==> src/hw/rtl/tld_pkg.sv <==
// Shared types, constants and helpers for the tty line discipline.
// No dependencies; compile first.
`default_nettype none

package tld_pkg;

   // Default sizes
   localparam int BUF_DEPTH_DEF = 256;
   localparam int MAX_READ_DEF  = 64;

   // Command queue between front and back (power of two)
   localparam int QUEUE_DEPTH = 2;

   // Register port
   localparam int CSR_AW = 5;
   localparam int CSR_DW = 32;

   // Field widths
   localparam int CNT_W  = 7;
   localparam int FILL_W = 9;
   localparam int MODE_W = 7;

   // Characters
   localparam logic [7:0] CH_NL = 8'h0A;
   localparam logic [7:0] CH_CR = 8'h0D;

   // Mode flag bit positions
   localparam int MODE_ISIG   = 0;
   localparam int MODE_CANON  = 1;
   localparam int MODE_ECHO   = 2;
   localparam int MODE_IEXTEN = 3;
   localparam int MODE_IGNCR  = 4;
   localparam int MODE_ICRNL  = 5;
   localparam int MODE_INLCR  = 6;

   // Register reset values
   localparam logic [MODE_W-1:0] MODE_RST = 7'd39;
   localparam logic [7:0] INTR_RST   = 8'd3;
   localparam logic [7:0] QUIT_RST   = 8'd28;
   localparam logic [7:0] SUSP_RST   = 8'd26;
   localparam logic [7:0] ERASE_RST  = 8'd127;
   localparam logic [7:0] WERASE_RST = 8'd23;
   localparam logic [7:0] EOL_RST    = 8'd255;

   typedef enum logic [2:0] {
      REG_MODE   = 3'd0,
      REG_INTR   = 3'd1,
      REG_QUIT   = 3'd2,
      REG_SUSP   = 3'd3,
      REG_ERASE  = 3'd4,
      REG_WERASE = 3'd5,
      REG_EOL    = 3'd6
   } reg_index_type;

   typedef enum logic [1:0] {
      OP_REPORT = 2'd0,
      OP_ERASE  = 2'd1,
      OP_STORE  = 2'd2,
      OP_READ   = 2'd3
   } op_type;

   typedef enum logic [2:0] {
      SIG_NONE   = 3'd0,
      SIG_INTR   = 3'd1,
      SIG_QUIT   = 3'd2,
      SIG_SUSP   = 3'd3,
      SIG_WERASE = 3'd4
   } sig_type;

   typedef enum logic [1:0] {
      RK_HANDLED = 2'd0,
      RK_BYTE    = 2'd1,
      RK_EMPTY   = 2'd2
   } rkind_type;

   typedef struct packed {
      logic [MODE_W-1:0] mode;
      logic [7:0]        intr_char;
      logic [7:0]        quit_char;
      logic [7:0]        susp_char;
      logic [7:0]        erase_char;
      logic [7:0]        werase_char;
      logic [7:0]        eol_char;
   } cfg_type;

   typedef struct packed {
      op_type           op;
      sig_type          sig;
      logic [7:0]       ch;
      logic             echo;
      logic [CNT_W-1:0] count;
   } cmd_type;

   typedef struct packed {
      rkind_type         result_kind;
      logic [7:0]        data_byte;
      logic              echo_valid;
      logic [7:0]        echo_byte;
      sig_type           signal_code;
      logic              dropped;
      logic [FILL_W-1:0] fill_level;
      logic              last;
   } rsp_type;

   function automatic logic is_line_end(input logic [7:0] c, input logic [7:0] eol);
      is_line_end = (c == CH_NL) || (c == eol);
   endfunction

endpackage

`default_nettype wire

==> src/hw/rtl/tld_if.sv <==
// Valid/ready channel interfaces for the tty line discipline.
// Request beats carry one character or one read request; response beats one result.
`default_nettype none

interface tld_req_if;
   logic       valid;
   logic       ready;
   logic       kind;
   logic [7:0] in_byte;
   logic [6:0] read_max;

   modport source (output valid, output kind, output in_byte, output read_max, input ready);
   modport sink   (input valid, input kind, input in_byte, input read_max, output ready);
endinterface

interface tld_rsp_if;
   logic       valid;
   logic       ready;
   logic [1:0] result_kind;
   logic [7:0] data_byte;
   logic       echo_valid;
   logic [7:0] echo_byte;
   logic [2:0] signal_code;
   logic       dropped;
   logic [8:0] fill_level;
   logic       last;

   modport source (output valid, output result_kind, output data_byte, output echo_valid,
                   output echo_byte, output signal_code, output dropped, output fill_level,
                   output last, input ready);
   modport sink   (input valid, input result_kind, input data_byte, input echo_valid,
                   input echo_byte, input signal_code, input dropped, input fill_level,
                   input last, output ready);
endinterface

`default_nettype wire

==> src/hw/rtl/tld_front.sv <==
// Front end: accept request beats and classify them into commands.
// Depends on tld_pkg and tld_req_if.
`default_nettype none

module tld_front
   import tld_pkg::*;
#(
   parameter int MAX_READ = MAX_READ_DEF
) (
   tld_req_if.sink   req,
   input  cfg_type   cfg,
   input  logic      push_ready,
   output logic      push_valid,
   output cmd_type   push_cmd
);

   localparam logic [CNT_W-1:0] MAX_CNT = CNT_W'(MAX_READ);

   logic [7:0] mapped;

   assign push_valid = req.valid;
   assign req.ready  = push_ready;

   always_comb begin
      push_cmd       = '0;
      push_cmd.op    = OP_STORE;
      push_cmd.sig   = SIG_NONE;
      mapped         = req.in_byte;
      if (req.in_byte == CH_CR && cfg.mode[MODE_ICRNL]) begin
         mapped = CH_NL;
      end else if (req.in_byte == CH_NL && cfg.mode[MODE_INLCR]) begin
         mapped = CH_CR;
      end

      if (req.kind) begin
         push_cmd.op    = OP_READ;
         push_cmd.count = (req.read_max > MAX_CNT) ? MAX_CNT : req.read_max;
      end else if (cfg.mode[MODE_ISIG] && req.in_byte == cfg.intr_char) begin
         push_cmd.op  = OP_REPORT;
         push_cmd.sig = SIG_INTR;
      end else if (cfg.mode[MODE_ISIG] && req.in_byte == cfg.quit_char) begin
         push_cmd.op  = OP_REPORT;
         push_cmd.sig = SIG_QUIT;
      end else if (cfg.mode[MODE_ISIG] && req.in_byte == cfg.susp_char) begin
         push_cmd.op  = OP_REPORT;
         push_cmd.sig = SIG_SUSP;
      end else if (req.in_byte == CH_CR && cfg.mode[MODE_IGNCR]) begin
         push_cmd.op = OP_REPORT;
      end else if (cfg.mode[MODE_CANON] && mapped == cfg.erase_char) begin
         push_cmd.op = OP_ERASE;
      end else if (cfg.mode[MODE_CANON] && cfg.mode[MODE_IEXTEN]
                   && mapped == cfg.werase_char) begin
         push_cmd.op  = OP_REPORT;
         push_cmd.sig = SIG_WERASE;
      end else begin
         push_cmd.ch   = mapped;
         push_cmd.echo = cfg.mode[MODE_ECHO];
      end
   end

endmodule

`default_nettype wire

==> src/hw/rtl/tld_queue.sv <==
// Short command queue between the front and back ends.
// Depends on tld_pkg.
`default_nettype none

module tld_queue
   import tld_pkg::*;
(
   input  logic    clock,
   input  logic    reset,
   input  logic    push_valid,
   input  cmd_type push_cmd,
   output logic    push_ready,
   input  logic    pop,
   output logic    pop_valid,
   output cmd_type pop_cmd
);

   localparam int QAW = $clog2(QUEUE_DEPTH);
   localparam int QCW = $clog2(QUEUE_DEPTH + 1);

   cmd_type          entry_ff [QUEUE_DEPTH];
   logic [QAW-1:0]   wr_idx_ff, wr_idx_in;
   logic [QAW-1:0]   rd_idx_ff, rd_idx_in;
   logic [QCW-1:0]   count_ff, count_in;
   logic             do_push;
   logic             do_pop;

   assign push_ready = (count_ff != QCW'(QUEUE_DEPTH));
   assign pop_valid  = (count_ff != '0);
   assign pop_cmd    = entry_ff[rd_idx_ff];
   assign do_push    = push_valid && push_ready;
   assign do_pop     = pop && pop_valid;

   always_comb begin
      wr_idx_in = do_push ? wr_idx_ff + 1'b1 : wr_idx_ff;
      rd_idx_in = do_pop ? rd_idx_ff + 1'b1 : rd_idx_ff;
      count_in  = count_ff + QCW'(do_push) - QCW'(do_pop);
   end

   always_ff @(posedge clock) begin
      if (reset) begin
         wr_idx_ff <= '0;
         rd_idx_ff <= '0;
         count_ff  <= '0;
      end else begin
         wr_idx_ff <= wr_idx_in;
         rd_idx_ff <= rd_idx_in;
         count_ff  <= count_in;
      end
   end

   always_ff @(posedge clock) begin
      if (do_push) begin
         entry_ff[wr_idx_ff] <= push_cmd;
      end
   end

endmodule

`default_nettype wire

==> src/hw/rtl/tld_back.sv <==
// Back end: ring buffer, erase and read sequencing, response register.
// Depends on tld_pkg and tld_rsp_if.
`default_nettype none

module tld_back
   import tld_pkg::*;
#(
   parameter int BUF_DEPTH = BUF_DEPTH_DEF
) (
   input  logic       clock,
   input  logic       reset,
   input  logic [7:0] eol_char,
   input  logic       pop_valid,
   input  cmd_type    pop_cmd,
   output logic       pop,
   tld_rsp_if.source  rsp
);

   localparam int AW = $clog2(BUF_DEPTH);
   localparam int FW = $clog2(BUF_DEPTH + 1);
   localparam int CW = (FW > CNT_W) ? FW : CNT_W;
   localparam logic [AW-1:0] LAST_ADDR = AW'(BUF_DEPTH - 1);
   localparam logic [FW-1:0] FULL      = FW'(BUF_DEPTH);

   typedef enum logic [2:0] {
      ST_IDLE  = 3'b001,
      ST_ERASE = 3'b010,
      ST_READ  = 3'b100
   } state_type;

   logic [7:0]       ring_store [BUF_DEPTH];

   state_type        state_ff, state_in;
   logic [AW-1:0]    wp_ff, wp_in;
   logic [AW-1:0]    rp_ff, rp_in;
   logic [FW-1:0]    fill_ff, fill_in;
   logic [CNT_W-1:0] remain_ff, remain_in;
   logic [7:0]       rd_data_ff;
   rsp_type          out_ff;
   logic             out_valid_ff, out_valid_in;

   logic             slot_ok;
   logic             load;
   logic             wr_en;
   logic             rd_en;
   logic [AW-1:0]    rd_addr;
   logic [AW-1:0]    wp_prev, wp_next, rp_next;
   logic [CW-1:0]    cnt_ext, fill_ext;
   logic [CNT_W-1:0] n_eff;
   logic             read_end;
   rsp_type          res;

   assign slot_ok = !out_valid_ff || rsp.ready;
   assign wp_prev = (wp_ff == '0) ? LAST_ADDR : wp_ff - 1'b1;
   assign wp_next = (wp_ff == LAST_ADDR) ? '0 : wp_ff + 1'b1;
   assign rp_next = (rp_ff == LAST_ADDR) ? '0 : rp_ff + 1'b1;
   assign cnt_ext  = CW'(pop_cmd.count);
   assign fill_ext = CW'(fill_ff);
   assign n_eff    = (cnt_ext < fill_ext) ? pop_cmd.count : CNT_W'(fill_ff);
   assign read_end = is_line_end(rd_data_ff, eol_char) || (remain_ff == CNT_W'(1));

   always_comb begin
      state_in  = state_ff;
      wp_in     = wp_ff;
      rp_in     = rp_ff;
      fill_in   = fill_ff;
      remain_in = remain_ff;
      pop       = 1'b0;
      load      = 1'b0;
      wr_en     = 1'b0;
      rd_en     = 1'b0;
      rd_addr   = rp_ff;
      res       = '0;

      unique case (state_ff)
         ST_IDLE: begin
            if (pop_valid && slot_ok) begin
               pop = 1'b1;
               unique case (pop_cmd.op)
                  OP_REPORT: begin
                     load            = 1'b1;
                     res.signal_code = pop_cmd.sig;
                     res.last        = 1'b1;
                  end
                  OP_STORE: begin
                     load           = 1'b1;
                     res.echo_valid = pop_cmd.echo;
                     res.echo_byte  = pop_cmd.echo ? pop_cmd.ch : 8'd0;
                     res.last       = 1'b1;
                     if (fill_ff < FULL) begin
                        wr_en   = 1'b1;
                        wp_in   = wp_next;
                        fill_in = fill_ff + 1'b1;
                     end else begin
                        res.dropped = 1'b1;
                     end
                  end
                  OP_ERASE: begin
                     rd_en    = 1'b1;
                     rd_addr  = wp_prev;
                     state_in = ST_ERASE;
                  end
                  OP_READ: begin
                     if (n_eff == '0) begin
                        load            = 1'b1;
                        res.result_kind = RK_EMPTY;
                        res.last        = 1'b1;
                     end else begin
                        rd_en     = 1'b1;
                        rd_addr   = rp_ff;
                        remain_in = n_eff;
                        state_in  = ST_READ;
                     end
                  end
                  default: ;
               endcase
            end
         end
         ST_ERASE: begin
            if (slot_ok) begin
               load     = 1'b1;
               res.last = 1'b1;
               state_in = ST_IDLE;
               // Never erase past the start of the line
               if (fill_ff != '0 && !is_line_end(rd_data_ff, eol_char)) begin
                  wp_in   = wp_prev;
                  fill_in = fill_ff - 1'b1;
               end
            end
         end
         ST_READ: begin
            if (slot_ok) begin
               load            = 1'b1;
               res.result_kind = RK_BYTE;
               res.data_byte   = rd_data_ff;
               res.last        = read_end;
               rp_in           = rp_next;
               fill_in         = fill_ff - 1'b1;
               remain_in       = remain_ff - 1'b1;
               if (read_end) begin
                  state_in = ST_IDLE;
               end else begin
                  rd_en   = 1'b1;
                  rd_addr = rp_next;
               end
            end
         end
         default: state_in = ST_IDLE;
      endcase

      res.fill_level = FILL_W'(fill_in);
      out_valid_in   = load ? 1'b1 : (rsp.ready ? 1'b0 : out_valid_ff);
   end

   always_ff @(posedge clock) begin
      if (reset) begin
         state_ff     <= ST_IDLE;
         wp_ff        <= '0;
         rp_ff        <= '0;
         fill_ff      <= '0;
         remain_ff    <= '0;
         out_valid_ff <= 1'b0;
      end else begin
         state_ff     <= state_in;
         wp_ff        <= wp_in;
         rp_ff        <= rp_in;
         fill_ff      <= fill_in;
         remain_ff    <= remain_in;
         out_valid_ff <= out_valid_in;
      end
   end

   always_ff @(posedge clock) begin
      if (load) begin
         out_ff <= res;
      end
   end

   always_ff @(posedge clock) begin
      if (wr_en) begin
         ring_store[wp_ff] <= pop_cmd.ch;
      end
      if (rd_en) begin
         rd_data_ff <= ring_store[rd_addr];
      end
   end

   assign rsp.valid       = out_valid_ff;
   assign rsp.result_kind = out_ff.result_kind;
   assign rsp.data_byte   = out_ff.data_byte;
   assign rsp.echo_valid  = out_ff.echo_valid;
   assign rsp.echo_byte   = out_ff.echo_byte;
   assign rsp.signal_code = out_ff.signal_code;
   assign rsp.dropped     = out_ff.dropped;
   assign rsp.fill_level  = out_ff.fill_level;
   assign rsp.last        = out_ff.last;

`ifndef SYNTHESIS
   a_fill_bound: assert property (@(posedge clock) disable iff (reset)
      fill_ff <= FULL)
      else $error("ring fill count above depth");

   a_read_remain: assert property (@(posedge clock) disable iff (reset)
      state_ff == ST_READ |-> remain_ff != '0)
      else $error("read burst with no bytes left");

   a_erase_seq: assert property (@(posedge clock) disable iff (reset)
      pop && pop_cmd.op == OP_ERASE |=> state_ff == ST_ERASE)
      else $error("erase did not enter lookup state");

   a_read_drain: assert property (@(posedge clock) disable iff (reset)
      state_ff == ST_READ && slot_ok |=> fill_ff == $past(fill_ff) - 1'b1)
      else $error("read byte did not drain the ring");

   a_port_excl: assert property (@(posedge clock) disable iff (reset)
      wr_en |-> !rd_en)
      else $error("ring written and read in one cycle");
`endif

endmodule

`default_nettype wire

==> src/hw/rtl/tty_line_discipline.sv <==
// Top level of the tty line discipline: register file, front, queue, back.
// Depends on tld_pkg, tld_if, tld_front, tld_queue and tld_back.
//
//   channel   direction  beat                               handshake
//   req_chan  in         one character or one read request  valid/ready
//   rsp_chan  out        one result (byte, echo or report)   valid/ready
//   APB       in         register write/read                psel/penable, pready
//
// A request beat enters a two-entry command queue, so ready stays high while
// fewer than two commands wait for the back end. The back end completes a
// character command straight from idle, an erase after one ring lookup, and a
// read of n bytes by first fetching the first byte, then returning one byte
// per cycle while rsp_chan is not stalled, through the single read port of
// the ring memory.
// Reset is synchronous and clears pointers, fill count and control state;
// the ring memory is not cleared and needs no sweep.
// A stalled rsp_chan holds the output register, the back end waits, the
// queue fills and req_chan.ready drops.
`default_nettype none

module tty_line_discipline
   import tld_pkg::*;
#(
   parameter int BUF_DEPTH = BUF_DEPTH_DEF,
   parameter int MAX_READ  = MAX_READ_DEF
) (
   input  logic              clock,
   input  logic              reset,
   tld_req_if.sink           req_chan,
   tld_rsp_if.source         rsp_chan,
   input  logic              psel,
   input  logic              penable,
   input  logic              pwrite,
   input  logic [CSR_AW-1:0] paddr,
   input  logic [CSR_DW-1:0] pwdata,
   output logic [CSR_DW-1:0] prdata,
   output logic              pready
);

   cfg_type       cfg_ff, cfg_in;
   reg_index_type reg_idx;
   logic          csr_wr;

   logic          push_valid, push_ready;
   cmd_type       push_cmd;
   logic          pop, pop_valid;
   cmd_type       pop_cmd;

   // Register file: word addressed, low address bits ignored
   assign pready  = 1'b1;
   assign reg_idx = reg_index_type'(paddr[4:2]);
   assign csr_wr  = psel && penable && pwrite;

   always_comb begin
      cfg_in = cfg_ff;
      if (csr_wr) begin
         unique case (reg_idx)
            REG_MODE:   cfg_in.mode        = pwdata[MODE_W-1:0];
            REG_INTR:   cfg_in.intr_char   = pwdata[7:0];
            REG_QUIT:   cfg_in.quit_char   = pwdata[7:0];
            REG_SUSP:   cfg_in.susp_char   = pwdata[7:0];
            REG_ERASE:  cfg_in.erase_char  = pwdata[7:0];
            REG_WERASE: cfg_in.werase_char = pwdata[7:0];
            REG_EOL:    cfg_in.eol_char    = pwdata[7:0];
            default: ;  // unmapped address: drop the write
         endcase
      end
   end

   always_comb begin
      unique case (reg_idx)
         REG_MODE:   prdata = CSR_DW'(cfg_ff.mode);
         REG_INTR:   prdata = CSR_DW'(cfg_ff.intr_char);
         REG_QUIT:   prdata = CSR_DW'(cfg_ff.quit_char);
         REG_SUSP:   prdata = CSR_DW'(cfg_ff.susp_char);
         REG_ERASE:  prdata = CSR_DW'(cfg_ff.erase_char);
         REG_WERASE: prdata = CSR_DW'(cfg_ff.werase_char);
         REG_EOL:    prdata = CSR_DW'(cfg_ff.eol_char);
         default:    prdata = '0;
      endcase
   end

   always_ff @(posedge clock) begin
      if (reset) begin
         cfg_ff.mode        <= MODE_RST;
         cfg_ff.intr_char   <= INTR_RST;
         cfg_ff.quit_char   <= QUIT_RST;
         cfg_ff.susp_char   <= SUSP_RST;
         cfg_ff.erase_char  <= ERASE_RST;
         cfg_ff.werase_char <= WERASE_RST;
         cfg_ff.eol_char    <= EOL_RST;
      end else begin
         cfg_ff <= cfg_in;
      end
   end

   // Classify the incoming beat into a command
   tld_front #(
      .MAX_READ   (MAX_READ)
   ) u_front (
      .req        (req_chan),
      .cfg        (cfg_ff),
      .push_ready (push_ready),
      .push_valid (push_valid),
      .push_cmd   (push_cmd)
   );

   // Decouple acceptance from execution
   tld_queue u_queue (
      .clock      (clock),
      .reset      (reset),
      .push_valid (push_valid),
      .push_cmd   (push_cmd),
      .push_ready (push_ready),
      .pop        (pop),
      .pop_valid  (pop_valid),
      .pop_cmd    (pop_cmd)
   );

   // Execute against the ring buffer and drive results
   tld_back #(
      .BUF_DEPTH (BUF_DEPTH)
   ) u_back (
      .clock     (clock),
      .reset     (reset),
      .eol_char  (cfg_ff.eol_char),
      .pop_valid (pop_valid),
      .pop_cmd   (pop_cmd),
      .pop       (pop),
      .rsp       (rsp_chan)
   );

endmodule

`default_nettype wire
==> src/flat_wrapper.sv <==
// flat-port wrapper written by rule: the top's interface ports become plain ports
module tty_line_discipline_flat import tld_pkg::*;
#(
   parameter int BUF_DEPTH = BUF_DEPTH_DEF,
   parameter int MAX_READ  = MAX_READ_DEF
)
  (clock, reset, psel, penable, pwrite, paddr, pwdata, prdata, pready, req_chan_valid, req_chan_kind, req_chan_in_byte, req_chan_read_max, req_chan_ready, rsp_chan_valid, rsp_chan_result_kind, rsp_chan_data_byte, rsp_chan_echo_valid, rsp_chan_echo_byte, rsp_chan_signal_code, rsp_chan_dropped, rsp_chan_fill_level, rsp_chan_last, rsp_chan_ready);
  tld_req_if req_chan_i ();
  tld_rsp_if rsp_chan_i ();
  input  logic clock;
  input  logic reset;
  input  logic psel;
  input  logic penable;
  input  logic pwrite;
  input  logic [CSR_AW-1:0] paddr;
  input  logic [CSR_DW-1:0] pwdata;
  output logic [CSR_DW-1:0] prdata;
  output logic pready;
  input wire logic [$bits(req_chan_i.valid)-1:0] req_chan_valid;
  input wire logic [$bits(req_chan_i.kind)-1:0] req_chan_kind;
  input wire logic [$bits(req_chan_i.in_byte)-1:0] req_chan_in_byte;
  input wire logic [$bits(req_chan_i.read_max)-1:0] req_chan_read_max;
  output wire logic [$bits(req_chan_i.ready)-1:0] req_chan_ready;
  output wire logic [$bits(rsp_chan_i.valid)-1:0] rsp_chan_valid;
  output wire logic [$bits(rsp_chan_i.result_kind)-1:0] rsp_chan_result_kind;
  output wire logic [$bits(rsp_chan_i.data_byte)-1:0] rsp_chan_data_byte;
  output wire logic [$bits(rsp_chan_i.echo_valid)-1:0] rsp_chan_echo_valid;
  output wire logic [$bits(rsp_chan_i.echo_byte)-1:0] rsp_chan_echo_byte;
  output wire logic [$bits(rsp_chan_i.signal_code)-1:0] rsp_chan_signal_code;
  output wire logic [$bits(rsp_chan_i.dropped)-1:0] rsp_chan_dropped;
  output wire logic [$bits(rsp_chan_i.fill_level)-1:0] rsp_chan_fill_level;
  output wire logic [$bits(rsp_chan_i.last)-1:0] rsp_chan_last;
  input wire logic [$bits(rsp_chan_i.ready)-1:0] rsp_chan_ready;
  assign req_chan_i.valid = req_chan_valid;
  assign req_chan_i.kind = req_chan_kind;
  assign req_chan_i.in_byte = req_chan_in_byte;
  assign req_chan_i.read_max = req_chan_read_max;
  assign req_chan_ready = req_chan_i.ready;
  assign rsp_chan_valid = rsp_chan_i.valid;
  assign rsp_chan_result_kind = rsp_chan_i.result_kind;
  assign rsp_chan_data_byte = rsp_chan_i.data_byte;
  assign rsp_chan_echo_valid = rsp_chan_i.echo_valid;
  assign rsp_chan_echo_byte = rsp_chan_i.echo_byte;
  assign rsp_chan_signal_code = rsp_chan_i.signal_code;
  assign rsp_chan_dropped = rsp_chan_i.dropped;
  assign rsp_chan_fill_level = rsp_chan_i.fill_level;
  assign rsp_chan_last = rsp_chan_i.last;
  assign rsp_chan_i.ready = rsp_chan_ready;
  tty_line_discipline #(.BUF_DEPTH(BUF_DEPTH), .MAX_READ(MAX_READ)) u_core (.clock(clock), .reset(reset), .req_chan(req_chan_i), .rsp_chan(rsp_chan_i), .psel(psel), .penable(penable), .pwrite(pwrite), .paddr(paddr), .pwdata(pwdata), .prdata(prdata), .pready(pready));
endmodule
==> config.mk <==
export PLATFORM = sky130hd
export DESIGN_NAME = tty_line_discipline_flat
export DESIGN_NICKNAME = d
export VERILOG_FILES = /design/src/hw/rtl/tld_pkg.sv /design/src/hw/rtl/tld_if.sv /design/src/hw/rtl/tld_front.sv /design/src/hw/rtl/tld_queue.sv /design/src/hw/rtl/tld_back.sv /design/src/hw/rtl/tty_line_discipline.sv /design/src/flat_wrapper.sv
export SDC_FILE = /design/constraint.sdc
export NUM_CORES = 2
export LEC_CHECK = 0
export ABC_AREA = 1
export BUFFER_PORTS_ARGS = -buffer_cell sky130_fd_sc_hd__buf_4
export CORE_UTILIZATION = 35
export CTS_BUF_LIST = sky130_fd_sc_hd__clkbuf_4
export DETAILED_ROUTE_END_ITERATION = 8
export PLACE_DENSITY = 0.46
export SETUP_SLACK_MARGIN = 0.4
export SKIP_CTS_REPAIR_TIMING = 1
export SLEW_MARGIN = 0
export SYNTH_ARGS = -nofsm -noshare
export SYNTH_HDL_FRONTEND = slang
export SYNTH_SLANG_ARGS = --single-unit
==> constraint.sdc <==
create_clock -name clock -period 5.6 [get_ports clock]
set_clock_uncertainty 0.2 [all_clocks]
set_input_delay 0.84 -clock clock [delete_from_list [all_inputs] [get_ports clock]]
set_output_delay 0.84 -clock clock [all_outputs]
set_load 0.005 [all_outputs]
==> results.sh <==
export IMPL_path_common_cell="nand3_1"
export IMPL_cts_tree="built"
export IMPL_p_sw_uw=23900
export IMPL_num_vias=70800
export IMPL_worstReg2RegEnd="u_core.u_back.rd_data_ff[5]"
export IMPL_yosys_area_share_adder_pct=0.227
export IMPL_synth_seq_area_share_pct=66.4
export IMPL_synth_area_um2=99300
export IMPL_comb_power_share_pct=37.6
export IMPL_clock_power_share_pct=26.1
export IMPL_rsz0062_at_grt="no"
export IMPL_status="finished, final reports clean"
export IMPL_crit_path_cell_trace="inv_2, nor3_4, nor2_2, a21oi_4, a21oi_2, nor2_8, clkinv_16, buf_12, nand3_1, nand3_1, nand3_1, nand3_1, nand3_1, nand3_1, nand3_1, nand2_1"
export IMPL_ys_types=53
export IMPL_grt_pass1_vias=68600
export IMPL_synth_mux_area_share_pct=0.0504
export IMPL_min_from="req_chan_read_max[2]"
export IMPL_crit_arrival_ps=5900
export IMPL_synth_ff_type="edfxtp_1"
export IMPL_fp_dieH_um=535
export IMPL_grt_first_pass_wirelength_mm=460
export IMPL_max_slew_margin_rel_pct=23.4
export IMPL_area_growth_synth_to_final_pct=14.1
export IMPL_reg2regPathDepth=16
export IMPL_power_leakage_uw=0.0443
export IMPL_cp_top_family="simple AND/OR/NAND/NOR gates"
export IMPL_setup_viol=0
export IMPL_routed_wirelength_mm=316
export IMPL_critPathBufInv=3
export IMPL_cts_root_buffer="clkbuf_4"
export IMPL_crit_path_end_kind="flip-flop"
export IMPL_grt_overflow_total=0
export IMPL_p_per_area_nw_per_um2=511
export IMPL_cp_max_fo=93
export IMPL_cts_htree_levels=6
export IMPL_cp_start_kind="flip-flop"
export IMPL_required_ps=6620
export IMPL_firstDrtPassIters=6
export IMPL_die_w_um=535
export IMPL_insertion_delay_ps=1540
export IMPL_synth_cells=9298
export IMPL_crit_type="flip-flop to flip-flop"
export IMPL_worstHoldPathCells=4
export IMPL_nNetsFinal=9835
export IMPL_viasPerCell=5.07
export IMPL_cts_path_max_buffers=4
export IMPL_yosys_register_bits=2227
export IMPL_port_buffers=76
export IMPL_hold_path_end="u_core.u_queue.entry_ff[0][2]"
export IMPL_numCtsBuffers=622
export IMPL_fin_tns_setup_ps=0
export IMPL_ioPinCount=128
export IMPL_fp_row_count=195
export IMPL_start_util_pct=35.2
export IMPL_grt_max_degree=150
export IMPL_postSynthAreaPerCell_um2=10.7
export IMPL_antenna_found_initial=19
export IMPL_p_int_uw=34000
export IMPL_dp_hpwl_mm=181
export IMPL_synth_top_family_by_area="simple AND/OR/NAND/NOR gates"
export IMPL_r2r_start="u_core.u_back.state_ff[2]"
export IMPL_hold_viol_final=0
export IMPL_clk_pin_slew_worst_paths_ps=60
export IMPL_max_freq_ghz=0.205
export IMPL_layout_min_cycle_time_ps=4880
export IMPL_min_period_over_period_pct=87.2
export IMPL_min_path_type="primary input to flip-flop"
export IMPL_core_um2=282000
export IMPL_die_area_um2=286000
export IMPL_final_util_pct=40.1
export IMPL_drive_gt1_share_pct=13.5
export IMPL_ir_worst_vdd_v=0.000474
export IMPL_drv_slew=0
export IMPL_cpMaxStageDelayCell="nor3_4"
export IMPL_slowest_delay_ps=550
export IMPL_r2r_slack_ps=720
export IMPL_synth_compound_area_share_pct=2.53
export IMPL_tightest_slew_ps=1140
export IMPL_ys_warn_count=0
export IMPL_place_gp_congestion=0.859
export IMPL_seq_power_share_pct=36.3
export IMPL_drc=0
export IMPL_ant_nets=0
export IMPL_grt_use_total_pct=21.6
export IMPL_drtIter0Drc=6628
export IMPL_synthSimpleGateAreaFrac_pct=23.1
export IMPL_post_drt_wl_per_cell_um=22.7
export IMPL_async_flop_share_pct=0
export IMPL_synth_xor_area_share_pct=0.238
export IMPL_clock_sinks=2227
export IMPL_maxCapViolations=0
export IMPL_synth_edf_count=2131
export IMPL_switching_share_pct=41.3
## flip-flops by register name, indices dropped and copies added (netlist names), 7 cells and up, named ones only
name and cells:
u_core.u_queue.entry_ff 42, u_core.u_back.remain_ff 7, u_core.u_back.rsp.data_byte 8, u_core.u_back.rp_ff 8, u_core.u_back.ring_store 2048, u_core.u_back.fill_ext 9, u_core.u_back.wp_ff 8, u_core.u_back.rsp.echo_byte 8
u_core.u_back.rd_data_ff 8, u_core.u_back.rsp.fill_level 9, u_core.cfg_ff 55
## placed cells by master (no fill, tap or decap), drive strengths merged, types with 17 or more instances in the layout
cell,Yosys,routed
o22ai,17,17
o21ai,115,115
dfxtp,96,96
buf,458,316
nor2,417,417
dlygate4sd3,0,87
xor2,19,19
nor3,43,43
conb,2,25
nand3,1844,1844
inv,1168,1189
edfxtp,2131,2131
nand2,1948,1948
a21oi,90,90
o211ai,129,129
ha,18,18
clkbuf,133,921
nand3b,578,578
clkinv,7,130
## worst reg2reg max path: stages, from the launching register on
cell       delay (ps)
dfxtp_1           400
inv_2              70
nor3_4            550
nor2_2            200
a21oi_4           240
a21oi_2           130
nor2_8            360
clkinv_16         280
buf_12            390
nand3_1           310
nand3_1           160
nand3_1           190
nand3_1           160
nand3_1           240
nand3_1           310
nand3_1           270
nand2_1           140
## cell usage after synthesis (4+ instances only)
cell | instances | area, um2
a211oi_1 | 9 | 67.6
a21oi_1 | 88 | 440
a221oi_1 | 9 | 78.8
a22oi_1 | 5 | 37.5
buf_1 | 40 | 150
buf_2 | 337 | 1690
buf_4 | 48 | 360
buf_6 | 33 | 372
clkbuf_1 | 133 | 499
clkinv_1 | 7 | 26.3
dfxtp_1 | 96 | 1920
edfxtp_1 | 2131 | 64000
ha_1 | 18 | 225
inv_1 | 1157 | 4340
inv_2 | 10 | 37.5
mux2i_1 | 5 | 50.1
nand2_1 | 1947 | 7310
nand3_1 | 1843 | 9220
nand3b_1 | 578 | 4340
nand4_1 | 11 | 68.8
nor2_1 | 412 | 1550
nor3_1 | 40 | 200
nor4_1 | 4 | 25.0
o2111ai_1 | 6 | 52.6
o211ai_1 | 129 | 968
o21a_1 | 5 | 37.5
o21ai_0 | 112 | 561
o22ai_1 | 17 | 106
or2_2 | 8 | 50.1
xnor2_1 | 8 | 70.1
xor2_1 | 19 | 166
## cell type report
| cell class | instances | area, um2 |
|---|---|---|
| timing repair buffer | 403 | 4020 |
| inverter | 1175 | 4520 |
| sequential | 2227 | 65900 |
| multi-input combinational | 5328 | 26200 |
| fill | 27600 | 169000 |
| tap | 3743 | 4680 |
| clock inverter | 161 | 1080 |
| antenna | 8 | 20.0 |
| clock buffer | 921 | 6910 |
## through the flow
step / instances / setup slack [ps] / area [um2] / power (uW) / hold WS, ps
floorplan: 9321 / 871 / 99400 / 34300 / 245
global placement: 12800 / 352 / 104000 / 43100 / 271
detailed placement: 12800 / 568 / 104000 / 43200 / 278
CTS: 13900 / 631 / 112000 / 58500 / -801
global route: 14000 / 521 / 113000 / 61100 / -24.4
finish: 14000 / 719 / 113000 / 57900 / 113
## metal layers
layer,share of wire [%],vias up,wire (um),global-route usage (%)
met1,44,34600,139000,29.9
met3,6.9,524,21900,3.71
met5,0.015,-,49,0
met4,2.8,8,8830,7.03
li1,-,33100,-,-
met2,46,2520,146000,34.4
## cell families after synthesis
group / after synthesis
simple gates: 4855
flops: 2227
buf+inv: 1766
compound gates: 398
xor+xnor: 27
fa+ha+maj: 18
mux: 5
other cells: 2
## worst max-delay path by stage
stage / start / to / slack, ps / cells after the start
detailed placement: rsp_chan_ready / u_core.u_back.rd_data_ff[6] / 570 / 20
global placement: rsp_chan_ready / u_core.u_back.rd_data_ff[1] / 350 / 16
CTS: flip-flop / u_core.u_back.rd_data_ff[7] / 630 / 20
finish: u_core.u_back.state_ff[2] / u_core.u_back.rd_data_ff[5] / 720 / 16
floorplan: flip-flop / u_core.u_back.ring_store[0][1] / 870 / 4
global route: u_core.u_back.state_ff[2] / u_core.u_back.rd_data_ff[3] / 520 / 16
## power by group through the flow
stage | Combinational, uW | Sequential, uW | Clock (uW)
after detailed placement | 21800 | 21400 | 0
after global placement | 21700 | 21400 | 0
final | 21800 | 21000 | 15100
after global routing | 23600 | 21000 | 16500
after CTS | 21900 | 21000 | 15600
after floorplan | 12500 | 21800 | 0
No activity file was read; power rests on OpenSTA's default activity.
